`src/rtl/deque_with_digit_filter_assert.svh`:
```
// Assertion macros for the deque with digit filter.
// Used by the top level; relies on i_clk and i_rst_n in the including module.
`ifndef DEQUE_WITH_DIGIT_FILTER_ASSERT_SVH
`define DEQUE_WITH_DIGIT_FILTER_ASSERT_SVH

// The consequent must hold in the same cycle as the antecedent.
`define DWDF_ASSERT_SAME(label, ante, cons, msg) \
    label: assert property (@(posedge i_clk) disable iff (!i_rst_n) (ante) |-> (cons)) \
        else $error(msg);

// The consequent must hold in the cycle after the antecedent.
`define DWDF_ASSERT_NEXT(label, ante, cons, msg) \
    label: assert property (@(posedge i_clk) disable iff (!i_rst_n) (ante) |=> (cons)) \
        else $error(msg);

`endif

```
`src/rtl/dwdf_pkg.sv`:
```
// Shared types, codes and helper functions for the deque with digit filter.
// No dependencies; used by the controller, the datapath and the top level.
package dwdf_pkg;

    // Command codes of an input item.
    localparam logic [2:0] CMD_RESTART    = 3'd0;
    localparam logic [2:0] CMD_PUSH_FRONT = 3'd1;
    localparam logic [2:0] CMD_PUSH_BACK  = 3'd2;
    localparam logic [2:0] CMD_READ_FWD   = 3'd3;
    localparam logic [2:0] CMD_READ_BWD   = 3'd4;
    localparam logic [2:0] CMD_REMOVE     = 3'd5;

    // Status codes of a result item.
    localparam logic [1:0] ST_OK    = 2'd0;
    localparam logic [1:0] ST_FULL  = 2'd1;
    localparam logic [1:0] ST_EMPTY = 2'd2;

    // Where the output register takes its value and status from.
    typedef enum logic [2:0] {
        SRC_OK,
        SRC_FULL,
        SRC_EMPTY,
        SRC_MEM,
        SRC_COUNT
    } t_src_e;

    // Commands from the controller to the datapath.
    typedef struct packed {
        logic   latch;
        logic   op_restart;
        logic   op_push_front;
        logic   op_push_back;
        logic   walk_start;
        logic   walk_step;
        logic   rm_active;
        logic   rm_commit;
        logic   out_load;
        t_src_e out_src;
        logic   out_last;
    } t_dp_ctl;

    // Status from the datapath to the controller.
    typedef struct packed {
        logic [2:0] cmd;
        logic       full;
        logic       empty;
        logic       walk_last;
        logic       out_free;
    } t_dp_stat;

    // True when a value is non-negative and its remainder by ten is five.
    // Since 16 mod 5 is 1, the nibble sum has the same remainder by five;
    // folding that sum once more gives a value of at most 22.
    function automatic logic f_ends_in_five(input logic [31:0] v);
        logic [6:0] s;
        logic [4:0] f;
        s = '0;
        for (int k = 0; k < 8; k++) begin
            s = s + 7'(v[4*k +: 4]);
        end
        f = 5'(s[6:4]) + 5'(s[3:0]);
        return !v[31] && v[0] &&
               (f == 5'd0 || f == 5'd5 || f == 5'd10 || f == 5'd15 || f == 5'd20);
    endfunction

endpackage

```
`src/rtl/deque_with_digit_filter.sv`:
```
// Channel | Handshake                   | Payload
// --------+-----------------------------+----------------------------------
// input   | i_in_valid / o_in_ready     | i_cmd, i_value
// output  | o_out_valid / i_out_ready   | o_value_res, o_status, o_last
//
// Restart and push each give one result. A read-out gives one element per cycle, while
// the output is not stalled, from the single read port (an empty status when empty);
// removal gives one result, and unused codes give no result.
// The next item is accepted once the sequencer is idle again, while the last result
// may still wait in the output register. Reset (synchronous, active low) empties
// the queue but leaves the slot memory uncleared; output stalls hold the walk in place.
//
// Top level of the deque with digit filter; depends on dwdf_pkg, dwdf_ctrl,
// dwdf_datapath and deque_with_digit_filter_assert.svh.
`include "deque_with_digit_filter_assert.svh"

module deque_with_digit_filter #(
    parameter int DEPTH = 32
) (
    input  logic               i_clk,
    input  logic               i_rst_n,
    input  logic               i_in_valid,
    output logic               o_in_ready,
    input  logic [2:0]         i_cmd,
    input  logic signed [31:0] i_value,
    output logic               o_out_valid,
    input  logic               i_out_ready,
    output logic signed [31:0] o_value_res,
    output logic [1:0]         o_status,
    output logic               o_last
);

    dwdf_pkg::t_dp_ctl  ctl;
    dwdf_pkg::t_dp_stat stat;

    dwdf_ctrl u_ctrl (
        .i_clk      (i_clk),
        .i_rst_n    (i_rst_n),
        .i_in_valid (i_in_valid),
        .o_in_ready (o_in_ready),
        .i_stat     (stat),
        .o_ctl      (ctl)
    );

    dwdf_datapath #(
        .DEPTH (DEPTH)
    ) u_datapath (
        .i_clk       (i_clk),
        .i_rst_n     (i_rst_n),
        .i_ctl       (ctl),
        .o_stat      (stat),
        .i_cmd       (i_cmd),
        .i_value     (i_value),
        .o_out_valid (o_out_valid),
        .i_out_ready (i_out_ready),
        .o_value_res (o_value_res),
        .o_status    (o_status),
        .o_last      (o_last)
    );

    // A result is loaded only when the previous one has been taken.
    `DWDF_ASSERT_SAME(a_load_when_free, ctl.out_load, stat.out_free, "result overwritten")

    // The walk never steps beyond the last stored element.
    `DWDF_ASSERT_SAME(a_walk_bound, ctl.walk_step, !stat.walk_last, "walk past end")

    // At most one user of the memory write port in a cycle.
    `DWDF_ASSERT_SAME(a_one_writer, 1'b1,
        $onehot0({ctl.op_restart, ctl.op_push_front, ctl.op_push_back, ctl.rm_active}),
        "write port conflict")

    // An accepted item keeps the block busy in the following cycle.
    `DWDF_ASSERT_NEXT(a_busy_after_accept, i_in_valid && o_in_ready, !o_in_ready,
        "item accepted while busy")

endmodule

```
`src/rtl/dwdf_datapath.sv`:
```
// Datapath of the deque: slot memory, ring pointers, walk counters, output register.
// Depends on dwdf_pkg; driven by dwdf_ctrl through t_dp_ctl.
module dwdf_datapath #(
    parameter int DEPTH = 32
) (
    input  logic                i_clk,
    input  logic                i_rst_n,
    input  dwdf_pkg::t_dp_ctl   i_ctl,
    output dwdf_pkg::t_dp_stat  o_stat,
    input  logic [2:0]          i_cmd,
    input  logic signed [31:0]  i_value,
    output logic                o_out_valid,
    input  logic                i_out_ready,
    output logic signed [31:0]  o_value_res,
    output logic [1:0]          o_status,
    output logic                o_last
);

    localparam int IW = $clog2(DEPTH);
    localparam int CW = $clog2(DEPTH + 1);
    localparam int SW = CW + 1;
    localparam logic [SW-1:0] DEPTH_W = SW'(DEPTH);
    localparam logic [CW-1:0] DEPTH_C = CW'(DEPTH);
    localparam logic [IW-1:0] LAST_SLOT = IW'(DEPTH - 1);

    // Slot position of an offset from the front; one compare and subtract.
    function automatic logic [IW-1:0] f_ring(input logic [IW-1:0] base,
                                             input logic [CW-1:0] off);
        logic [SW-1:0] sum;
        sum = SW'(base) + SW'(off);
        if (sum >= DEPTH_W) begin
            sum = sum - DEPTH_W;
        end
        return sum[IW-1:0];
    endfunction

    logic [31:0]   r_mem [DEPTH];
    logic [31:0]   r_rd_data;
    logic [2:0]    r_cmd;
    logic [31:0]   r_value;
    logic [IW-1:0] r_front;
    logic [CW-1:0] r_occ;
    logic [CW-1:0] r_i;
    logic [CW-1:0] r_kept;
    logic [CW-1:0] r_count;
    logic          r_out_valid;
    logic [31:0]   r_out_val;
    logic [1:0]    r_out_status;
    logic          r_out_last;

    logic [CW-1:0] n_i;
    logic [CW-1:0] rd_off;
    logic [IW-1:0] rd_addr;
    logic          rd_en;
    logic [IW-1:0] front_dec;
    logic          keep;
    logic          wr_en;
    logic [IW-1:0] wr_addr;
    logic [31:0]   wr_data;
    logic          out_free;

    // Walk index and the read address it selects, front to back or back to front.
    assign n_i     = i_ctl.walk_start ? '0 : r_i + CW'(1);
    assign rd_off  = (r_cmd == dwdf_pkg::CMD_READ_BWD) ? (r_occ - CW'(1) - n_i) : n_i;
    assign rd_addr = f_ring(r_front, rd_off);
    assign rd_en   = i_ctl.walk_start || i_ctl.walk_step;

    assign front_dec = (r_front == '0) ? LAST_SLOT : r_front - IW'(1);
    assign keep      = !dwdf_pkg::f_ends_in_five(r_rd_data);
    assign out_free  = !r_out_valid || i_out_ready;

    // Single write port: restart, pushes, and compaction during removal.
    always_comb begin
        wr_en   = 1'b0;
        wr_addr = '0;
        wr_data = r_value;
        if (i_ctl.op_restart) begin
            wr_en   = 1'b1;
        end else if (i_ctl.op_push_front) begin
            wr_en   = 1'b1;
            wr_addr = front_dec;
        end else if (i_ctl.op_push_back) begin
            wr_en   = 1'b1;
            wr_addr = f_ring(r_front, r_occ);
        end else if (i_ctl.rm_active && keep) begin
            wr_en   = 1'b1;
            wr_addr = f_ring(r_front, r_kept);
            wr_data = r_rd_data;
        end
    end

    // Slot memory with registered read data.
    always_ff @(posedge i_clk) begin
        if (wr_en) begin
            r_mem[wr_addr] <= wr_data;
        end
        if (rd_en) begin
            r_rd_data <= r_mem[rd_addr];
        end
    end

    // Latched item and walk counters.
    always_ff @(posedge i_clk) begin
        if (i_ctl.latch) begin
            r_cmd   <= i_cmd;
            r_value <= i_value;
        end
        if (rd_en) begin
            r_i <= n_i;
        end
        if (i_ctl.walk_start) begin
            r_kept <= '0;
        end else if (i_ctl.rm_active && keep) begin
            r_kept <= r_kept + CW'(1);
        end
        if (i_ctl.rm_commit) begin
            r_count <= r_occ - r_kept;
        end
    end

    // Ring pointers.
    always_ff @(posedge i_clk) begin
        if (!i_rst_n) begin
            r_front <= '0;
            r_occ   <= '0;
        end else if (i_ctl.op_restart) begin
            r_front <= '0;
            r_occ   <= CW'(1);
        end else if (i_ctl.op_push_front) begin
            r_front <= front_dec;
            r_occ   <= r_occ + CW'(1);
        end else if (i_ctl.op_push_back) begin
            r_occ   <= r_occ + CW'(1);
        end else if (i_ctl.rm_commit) begin
            r_occ   <= r_kept;
        end
    end

    // Output register; a new result loads only when the old one is taken.
    always_ff @(posedge i_clk) begin
        if (!i_rst_n) begin
            r_out_valid <= 1'b0;
        end else if (i_ctl.out_load) begin
            r_out_valid <= 1'b1;
        end else if (i_out_ready) begin
            r_out_valid <= 1'b0;
        end
    end

    always_ff @(posedge i_clk) begin
        if (i_ctl.out_load) begin
            r_out_last <= i_ctl.out_last;
            case (i_ctl.out_src)
                dwdf_pkg::SRC_MEM: begin
                    r_out_val    <= r_rd_data;
                    r_out_status <= dwdf_pkg::ST_OK;
                end
                dwdf_pkg::SRC_COUNT: begin
                    r_out_val    <= 32'(r_count);
                    r_out_status <= dwdf_pkg::ST_OK;
                end
                dwdf_pkg::SRC_FULL: begin
                    r_out_val    <= '0;
                    r_out_status <= dwdf_pkg::ST_FULL;
                end
                dwdf_pkg::SRC_EMPTY: begin
                    r_out_val    <= '0;
                    r_out_status <= dwdf_pkg::ST_EMPTY;
                end
                default: begin
                    r_out_val    <= '0;
                    r_out_status <= dwdf_pkg::ST_OK;
                end
            endcase
        end
    end

    assign o_out_valid = r_out_valid;
    assign o_value_res = r_out_val;
    assign o_status    = r_out_status;
    assign o_last      = r_out_last;

    assign o_stat.cmd       = r_cmd;
    assign o_stat.full      = (r_occ == DEPTH_C);
    assign o_stat.empty     = (r_occ == '0);
    assign o_stat.walk_last = (r_i == r_occ - CW'(1));
    assign o_stat.out_free  = out_free;

endmodule

```
`src/rtl/dwdf_ctrl.sv`:
```
// Controller of the deque: decodes each item and sequences reads, pushes and removal.
// Depends on dwdf_pkg; talks to dwdf_datapath through t_dp_ctl and t_dp_stat.
module dwdf_ctrl (
    input  logic                i_clk,
    input  logic                i_rst_n,
    input  logic                i_in_valid,
    output logic                o_in_ready,
    input  dwdf_pkg::t_dp_stat  i_stat,
    output dwdf_pkg::t_dp_ctl   o_ctl
);

    typedef enum logic [2:0] {
        S_IDLE,
        S_EXEC,
        S_RESP,
        S_READ,
        S_RM,
        S_RM_END
    } t_state_e;

    t_state_e          r_state;
    t_state_e          n_state;
    dwdf_pkg::t_src_e  r_src;
    dwdf_pkg::t_src_e  n_src;

    // Next state and the commands of the current state.
    always_comb begin
        n_state    = r_state;
        n_src      = r_src;
        o_ctl      = '0;
        o_in_ready = (r_state == S_IDLE);
        unique case (r_state)
            S_IDLE: begin
                if (i_in_valid) begin
                    o_ctl.latch = 1'b1;
                    n_state     = S_EXEC;
                end
            end
            S_EXEC: begin
                unique case (i_stat.cmd) inside
                    dwdf_pkg::CMD_RESTART: begin
                        o_ctl.op_restart = 1'b1;
                        n_src            = dwdf_pkg::SRC_OK;
                        n_state          = S_RESP;
                    end
                    dwdf_pkg::CMD_PUSH_FRONT: begin
                        o_ctl.op_push_front = !i_stat.full;
                        n_src   = i_stat.full ? dwdf_pkg::SRC_FULL : dwdf_pkg::SRC_OK;
                        n_state = S_RESP;
                    end
                    dwdf_pkg::CMD_PUSH_BACK: begin
                        o_ctl.op_push_back = !i_stat.full;
                        n_src   = i_stat.full ? dwdf_pkg::SRC_FULL : dwdf_pkg::SRC_OK;
                        n_state = S_RESP;
                    end
                    dwdf_pkg::CMD_READ_FWD, dwdf_pkg::CMD_READ_BWD: begin
                        if (i_stat.empty) begin
                            n_src   = dwdf_pkg::SRC_EMPTY;
                            n_state = S_RESP;
                        end else begin
                            o_ctl.walk_start = 1'b1;
                            n_state          = S_READ;
                        end
                    end
                    dwdf_pkg::CMD_REMOVE: begin
                        o_ctl.walk_start = 1'b1;
                        n_src            = dwdf_pkg::SRC_COUNT;
                        n_state          = i_stat.empty ? S_RM_END : S_RM;
                    end
                    default: begin
                        // Unused codes cause no result.
                        n_state = S_IDLE;
                    end
                endcase
            end
            S_READ: begin
                if (i_stat.out_free) begin
                    o_ctl.out_load = 1'b1;
                    o_ctl.out_src  = dwdf_pkg::SRC_MEM;
                    o_ctl.out_last = i_stat.walk_last;
                    if (i_stat.walk_last) begin
                        n_state = S_IDLE;
                    end else begin
                        o_ctl.walk_step = 1'b1;
                    end
                end
            end
            S_RM: begin
                o_ctl.rm_active = 1'b1;
                if (i_stat.walk_last) begin
                    n_state = S_RM_END;
                end else begin
                    o_ctl.walk_step = 1'b1;
                end
            end
            S_RM_END: begin
                o_ctl.rm_commit = 1'b1;
                n_state         = S_RESP;
            end
            S_RESP: begin
                if (i_stat.out_free) begin
                    o_ctl.out_load = 1'b1;
                    o_ctl.out_src  = r_src;
                    o_ctl.out_last = 1'b1;
                    n_state        = S_IDLE;
                end
            end
            default: begin
                n_state = S_IDLE;
            end
        endcase
    end

    // State and the registered result source.
    always_ff @(posedge i_clk) begin
        if (!i_rst_n) begin
            r_state <= S_IDLE;
            r_src   <= dwdf_pkg::SRC_OK;
        end else begin
            r_state <= n_state;
            r_src   <= n_src;
        end
    end

endmodule

```
`config.mk`:
```
export PLATFORM = sky130hd
export DESIGN_NAME = deque_with_digit_filter
export DESIGN_NICKNAME = d
export VERILOG_FILES = /design/src/rtl/dwdf_pkg.sv /design/src/rtl/deque_with_digit_filter.sv /design/src/rtl/dwdf_datapath.sv /design/src/rtl/dwdf_ctrl.sv
export VERILOG_INCLUDE_DIRS = /design/src /design/src/rtl
export SDC_FILE = /design/constraint.sdc
export NUM_CORES = 1
export LEC_CHECK = 0
export BUFFER_PORTS_ARGS = -buffer_cell sky130_fd_sc_hd__buf_2
export CAP_MARGIN = 20
export CORE_ASPECT_RATIO = 0.75
export CORE_UTILIZATION = 30
export DETAILED_ROUTE_END_ITERATION = 6
export PLACE_DENSITY = 0.57
export SYNTH_ARGS = -nofsm -noshare
export SYNTH_HDL_FRONTEND = slang
export SYNTH_SLANG_ARGS = --single-unit
```
`constraint.sdc`:
```
create_clock -name i_clk -period 8.9 [get_ports i_clk]
set_clock_uncertainty 0.2 [all_clocks]
set_input_delay 0.445 -clock i_clk [delete_from_list [all_inputs] [get_ports i_clk]]
set_output_delay 0.445 -clock i_clk [all_outputs]
set_load 0.01 [all_outputs]
```
* Yosys cells after proc, flatten, opt, wreduce, memory -nomap -nowiden
Memory sizes are Yosys's and may differ from the RTL's. A register that Yosys moved wholly into a read port is not among the register bits.
Cells that the tools add are included.
** Cells by class
- Add/subtract/negate cells :: 21
- $lt $le $gt $ge :: 3
- Equality and inequality tests :: 26
- Multiplexer cells :: 56
- Bitwise logic cells :: 1
- Reduce and logical (&&, ||, !) cells :: 28
** Operator list (count)
- 32-bit 2-to-1 mux :: 4
- 32-bit case mux with 2 select lines :: 1
- 5-bit 2-to-1 mux :: 10
- 7-bit by 4-bit adder with 7-bit output :: 6
- 6-bit 2-to-1 mux :: 5
- 1-bit 2-to-1 mux :: 22
- 5-bit by 6-bit adder with 7-bit output :: 3
- 7-bit by 6-bit >= comparator with 1-bit output (second input constant) :: 3
- 5-bit by 1-bit subtractor with 5-bit output (second input constant) :: 4
- 6-bit by 1-bit adder with 6-bit output (second input constant) :: 3
- 3-bit by 2-bit equality test with 1-bit output (second input constant) :: 6
- 3-bit 2-to-1 mux :: 6
- 3-bit case mux with 6 select lines :: 1
- 3-bit equality test (second input constant) :: 5
- 3-bit case mux with 4 select lines :: 1
- 6-bit subtractor :: 2
- 5-bit by 4-bit equality test with 1-bit output (second input constant) :: 2
- 5-bit logical NOT :: 2
- 2-bit by 1-bit != test with 1-bit output (second input constant) :: 5
- 5-bit case mux with 2 select lines :: 1
- 3-bit by 1-bit equality test with 1-bit output (second input constant) :: 3
- 3-bit case mux with 3 select lines :: 1
- 4-bit nonzero test :: 2
- 6-bit equality test :: 1
- 22 further kinds :: 36
** Storage, ports and cells
- Bits in registers :: 106
- Bits in writable memories :: 1024
- Input port bits :: 39
- Output and inout port bits :: 37
- Logic and storage cells :: 150
- Memories kept :: 1
** Memory list
- u_datapath.r_mem :: words 32, width 32, rd ports 1, clocked after memory_dff 1, write ports 1, line dwdf_datapath.sv:37 : logic [31:0] r_mem [DEPTH];

* Depth between registers and ports, before layout
- Depth in word-level cells :: 22
- Mapped depth :: 23
- Gate-level depth less buffers :: 22

* Cells and area by module
A second synthesis with hierarchy kept.
** Unflattened totals
- Cell total of the unflattened synthesis :: 2439
- Area total of the unflattened synthesis :: 47085.2 sq um
** Modules (own cells, without submodules)
- dwdf_datapath :: times used 1, cells each 2360, area each 46545.9 sq um, sequential area each 34533.1 sq um
- dwdf_ctrl :: times used 1, cells each 79, area each 539.3 sq um, sequential area each 120.1 sq um

* Least setup slack after synthesis
Ideal clock, no wire load.
- Kind :: reg-to-reg
- Start point :: register u_datapath.r_rd_data[0] (read register of u_datapath.r_mem)
- End point :: memory u_datapath.r_mem[25][0], enable pin
- Library setup time :: 461 ps
- Arrival time :: 8065 ps
- Required time :: 8239 ps
- Path slack :: 174 ps
- Cell stages (with the launch flop) :: 23
- Path buffers :: 0
- Period minus slack after synthesis :: 8726 ps
- Cells stage by stage :: edfxtp_1 -> ha_1 -> fa_1 -> xor2_1 -> fa_1 -> inv_1 -> fa_1 -> fa_1 -> fa_1 -> inv_1 -> ha_1 -> a21o_1 -> a21oi_1 -> xnor2_1 -> ha_1 -> inv_1 -> fa_1 -> xor2_1 -> o221ai_1 -> o211a_1 -> a2111oi_0 -> o211ai_1 -> nor3_1
** Between the ends
- Word-level cells in the longest chain between the ends :: 22
- Elaborated cells between the ends (all ways) :: 31
- Classes of those cells :: 8 x add/sub; 4 x eq/ne; 10 x mux; 9 x reduce/logical
** RTL lines
- start: declaration :: line dwdf_datapath.sv:38 : logic [31:0] r_rd_data;
- 4-bit by 4-bit adder with 5-bit output :: line dwdf_pkg.sv:59 : s = s + 7'(v[4*k +: 4]);
- 7-bit by 4-bit adder with 7-bit output (6 in series) :: line dwdf_pkg.sv:59
- 3-bit by 4-bit adder with 5-bit output :: line dwdf_pkg.sv:61 : f = 5'(s[6:4]) + 5'(s[3:0]);
- 5-bit by 3-bit equality test with 1-bit output or 5-bit logical NOT (tied branches) :: line dwdf_pkg.sv:63 : (f == 5'd0 || f == 5'd5 || f == 5'd10 || f == 5'd15 || f == 5'd20);
- 1-bit logical OR (4 in series) :: line dwdf_pkg.sv:63
- 1-bit logical AND * :: line dwdf_pkg.sv:62 : return !v[31] && v[0] &&
- 1-bit logical NOT * :: line dwdf_datapath.sv:69 : assign keep = !dwdf_pkg::f_ends_in_five(r_rd_data);
- 1-bit logical AND * :: line dwdf_datapath.sv:85 : end else if (i_ctl.rm_active && keep) begin
- 1-bit 2-to-1 mux :: line dwdf_datapath.sv:85
- 1-bit 2-to-1 mux :: line dwdf_datapath.sv:82 : end else if (i_ctl.op_push_back) begin
- 1-bit 2-to-1 mux :: line dwdf_datapath.sv:79 : end else if (i_ctl.op_push_front) begin
- 1-bit 2-to-1 mux :: line dwdf_datapath.sv:77 : if (i_ctl.op_restart) begin
- 1-bit 2-to-1 mux :: line dwdf_datapath.sv:94 : if (wr_en) begin
- 1-bit 2-to-1 mux (not written as such) :: line dwdf_datapath.sv:95 : r_mem[wr_addr] <= wr_data;
- end: declaration :: line dwdf_datapath.sv:37
Mark *: on every way between the ends. The rest lies on a longest branch, timed or not.

* Worst setup path in the final report
- Start point :: register u_datapath.r_rd_data[0] (read register of u_datapath.r_mem)
- End point :: memory u_datapath.r_mem[13][17], enable pin
The elaborated chain is that of the path after synthesis.

==> results by group <==
Critical path
  • R2R Path End: u_datapath.r_mem[13][17]$_DFFE_PP_
  • Startpoint types: flip-flop
  • Critical path required time: 9.04 ns
  • Flop2flop setup slack: about 0.73 ns
  • Crit end category: flip-flop
  • Setup CP Type: flip-flop to flip-flop
  • R2R cell count: 22
  • Worst endpoint data arrival time: 8.31 ns
  • Worst r2r src: u_datapath.r_rd_data[0]$_DFFE_PP_
  • Worst Path Max Fanout: 21

GRT
  • Initial antenna violation count: 6
  • Global Route Usage Sum: 15.45%
  • First-pass GRT wire length: roughly 170 mm
  • Largest net degree at the start of global routing: 66
  • Vias in the first global route: about 23k
  • Total grt overflow: 0

Floorplan
  • Core area: between 150000 and 200000 µm²
  • Die H: approximately 340 µm
  • Num ports: 76
  • Starting Density: 30.24%
  • Die area: 157700 µm²
  • Row count: 125
  • Die W: 458.2 µm

Layout
  • Antenna cell count: 0
  • Final instance area: about 54000 µm²
  • Core Util, Final: 35.14%
  • Share of layout cells above drive strength 1: between 30% and 40%
  • Area Growth Syn to Fin: 16.19%
  • Fin cells: 4473
  • Nets: 2466

Power and ir drop
  • Cell Pwr Density: 388.0 nW/µm²
  • Pwr Total: 21.11 mW
  • P_leak: between 15 and 20 nW
  • Worst ir drop on vdd: 1.451 mV

Synth
  • Synth Register Bits: 1162
  • Dominant cell by count in the synthesized netlist: edfxtp_1
  • Sequential share of the synthesized area: 74.01%
  • Biggest area consumer among synthesized cells: edfxtp_1
  • Post-Synthesis Cells: 2161
  • Syn. warnings: 0
  • Synthesized cell area: 46820 µm²
  • Avg Cell Area, Syn: 21.67 µm²
  • Top_reg_cell synth: edfxtp_1
  • Commonest cells post-synth: 1138 x edfxtp_1, 320 x mux4_2, 72 x clkbuf_1
  • Yosys cell types: 65
  • Post-synth top area share: ~73%
  • Post-Syn Nets: approximately 2.3k
  • Post-synthesis async set-or-reset flop share: 0%
  • Ranking of synthesized cells by area: edfxtp_1 73%, mux4_2 15%, ha_1 1.2%, fa_1 1.1%, dfxtp_1 1.0%
  • Number of synthesized flops with an enable pin: around 1.1k

Hold path
  • Hold path start: i_in_valid
  • Hold Path End: u_ctrl.r_state[1]$_SDFFE_PN0P_
  • Cell depth of the worst hold path: 4
  • Worst Hold Class: primary input to flip-flop

Timing
  • Least-Margin Pin Slew: 1.129 ns
  • Setup_tns: 0 ns
  • Slew HR: 23.91%
  • Final slew viol count: 0
  • Max Clk Rate: 122.4 MHz
  • Final Hold Fails: 0
  • RSZ-0062 raised after global routing: no
  • Crit path time final: 8.172 ns
  • Endpoints failing setup: 0
  • Crit share post-route: around nine tenths

Clocking
  • TritonCTS clock tree: built
  • CTS buffer count: 105
  • Clock Sinks: 1162
  • Clock buffer depth: 3
  • CTS Hold Bufs: 37
  • Post-CTS Resized: 0
  • Clock slew at reported path FFs: 0.07 ns
  • Setup Buffers After CTS: 0
  • Clock root buffer: clkbuf_16
  • Clk_lat worst skew: 0.71 ns
  • H-tree depth: 3

Place
  • Global placement routability congestion: 0.8394
  • Placed insts: 4241
  • Total placed instance area: 50560 µm²
  • Port Buf Inserts: 75
  • Hpwl dp: 72.17 mm

Detailed routing
  • WL/cell: between 20 and 30 µm
  • Post-route ant nets: 0
  • 1st-pass router iterations: 6
  • Final wirelength: 122.4 mm
  • Vias: 22.85k
  • Vias per cell: just over 5
  • Drc violations: 0
  • DR iter-0 viols: 2637

Run
  • Max Cap Violations: 0

Status
  • Outcome: finished, final reports clean
[cell usage in the layout, fill, tap and decap left out, types with 17 or more instances in the layout]
cell type | Yosys | layout
edfxtp_1 | 1138 | 1138
mux4_2 | 320 | 320
clkbuf_16 | 0 | 106
buf_2 | 3 | 77
inv_1 | 59 | 58
ha_1 | 44 | 43
buf_4 | 0 | 39
dlygate4sd3_1 | 0 | 37
a21oi_1 | 37 | 36
nor2_1 | 58 | 33
buf_12 | 0 | 33
nand2_1 | 31 | 31
mux2_2 | 31 | 31
mux2_4 | 30 | 30
nor2_4 | 0 | 24
fa_1 | 25 | 24
dfxtp_1 | 24 | 24
xnor2_1 | 25 | 23
clkinv_1 | 0 | 22
nor3_1 | 28 | 20
and2_1 | 21 | 20
clkbuf_1 | 72 | 20
a21o_1 | 19 | 19
xor2_1 | 17 | 17
[how the worst max path moves through the flow]
stage                                           start                                 end  slack (ns)  cells after the start
global placement    u_datapath.r_rd_data[0]$_DFFE_PP_  u_datapath.r_mem[10][16]$_DFFE_PP_        0.88                     24
global route        u_datapath.r_rd_data[0]$_DFFE_PP_  u_datapath.r_mem[13][14]$_DFFE_PP_        0.55                     22
floorplan           u_datapath.r_rd_data[0]$_DFFE_PP_   u_datapath.r_mem[25][0]$_DFFE_PP_        0.17                     22
finish              u_datapath.r_rd_data[0]$_DFFE_PP_  u_datapath.r_mem[13][17]$_DFFE_PP_        0.73                     22
CTS                 u_datapath.r_rd_data[0]$_DFFE_PP_  u_datapath.r_mem[10][29]$_DFFE_PP_        0.80                     23
detailed placement  u_datapath.r_rd_data[0]$_DFFE_PP_  u_datapath.r_mem[10][20]$_DFFE_PP_        0.86                     23
[registers in the layout, indices dropped and copies added (netlist names)]
register / count
u_ctrl.r_src: 3
u_ctrl.r_state: 3
u_datapath.o_last: 1
u_datapath.o_out_valid: 1
u_datapath.o_status: 2
u_datapath.o_value_res: 32
u_datapath.r_cmd: 3
u_datapath.r_count: 6
u_datapath.r_front: 5
u_datapath.r_i: 6
u_datapath.r_kept: 6
u_datapath.r_mem: 1024
u_datapath.r_occ: 6
u_datapath.r_rd_data: 32
u_datapath.r_value: 32
[routing by layer]
layer	global-route usage, %	vias to the layer above	share of wire (%)
met1	23.21	12388	46
met2	23.26	929	45
met3	2.978	148	7.5
met5	0	-	0
li1	-	9382	-
met4	3.104	0	1.7
[per-stage QoR]
| step | hold WS (ns) | worst slack (ns) |
|---|---|---|
| 4_1_cts | 0.05246 | 0.8037 |
| 2_1_floorplan | 0.2780 | 0.1739 |
| 3_3_place_gp | 0.3032 | 0.8845 |
| 3_5_place_dp | 0.3208 | 0.8583 |
| 5_1_grt | 0.09693 | 0.5523 |
| 6_report | 0.1071 | 0.7282 |
[where the power goes]
group          internal, mW  switching (mW)  total, mW
clock                  2.52            2.03       4.55
combinational          4.17            5.40       9.57
sequential             6.77           0.215       6.99
total                  13.5            7.65       21.1
[cell type report]
cell class / count / area, µm²
clock buffer: 127 / 2741
clock inverter: 63 / 678.2
fill: 14154 / 100400
inverter: 59 / 221.5
multi-input combinational: 843 / 11840
sequential: 1162 / 34650
tap: 2032 / 2542
timing repair buffer: 187 / 1724
[critical path, stage by stage, from the launching register on]
cell       delay [ns]
edfxtp_1         0.44
ha_1             0.26
fa_1             0.41
xor2_1           0.26
fa_1             0.46
inv_1            0.07
fa_1             0.42
fa_1             0.46
fa_1             0.49
inv_1            0.06
ha_1             0.27
a21o_1           0.18
a21oi_1          0.23
xnor2_1          0.16
ha_1             0.21
inv_1            0.07
fa_1             0.49
xnor2_1          0.32
xor2_1           0.25
a2111oi_0        0.71
o2bb2ai_1        0.40
nor2_4           0.47
buf_4            0.49
[cells by family (layout without fill, tap and decap cells)]
kind of cell / Yosys count / in the layout / synth area share [%]
adders and majority gates: 69 / 69 / 2.245
DFF: 1162 / 1162 / 74.01
xor gates and xnor gates: 46 / 46 / 0.9834
AOI/OAI and AO/OA: 142 / 142 / 2.047
muxes: 385 / 385 / 17.19
buffers and inverters: 156 / 436 / 1.323
and+or+nand+nor: 201 / 201 / 2.207
Power figures use the tool's default switching activity.
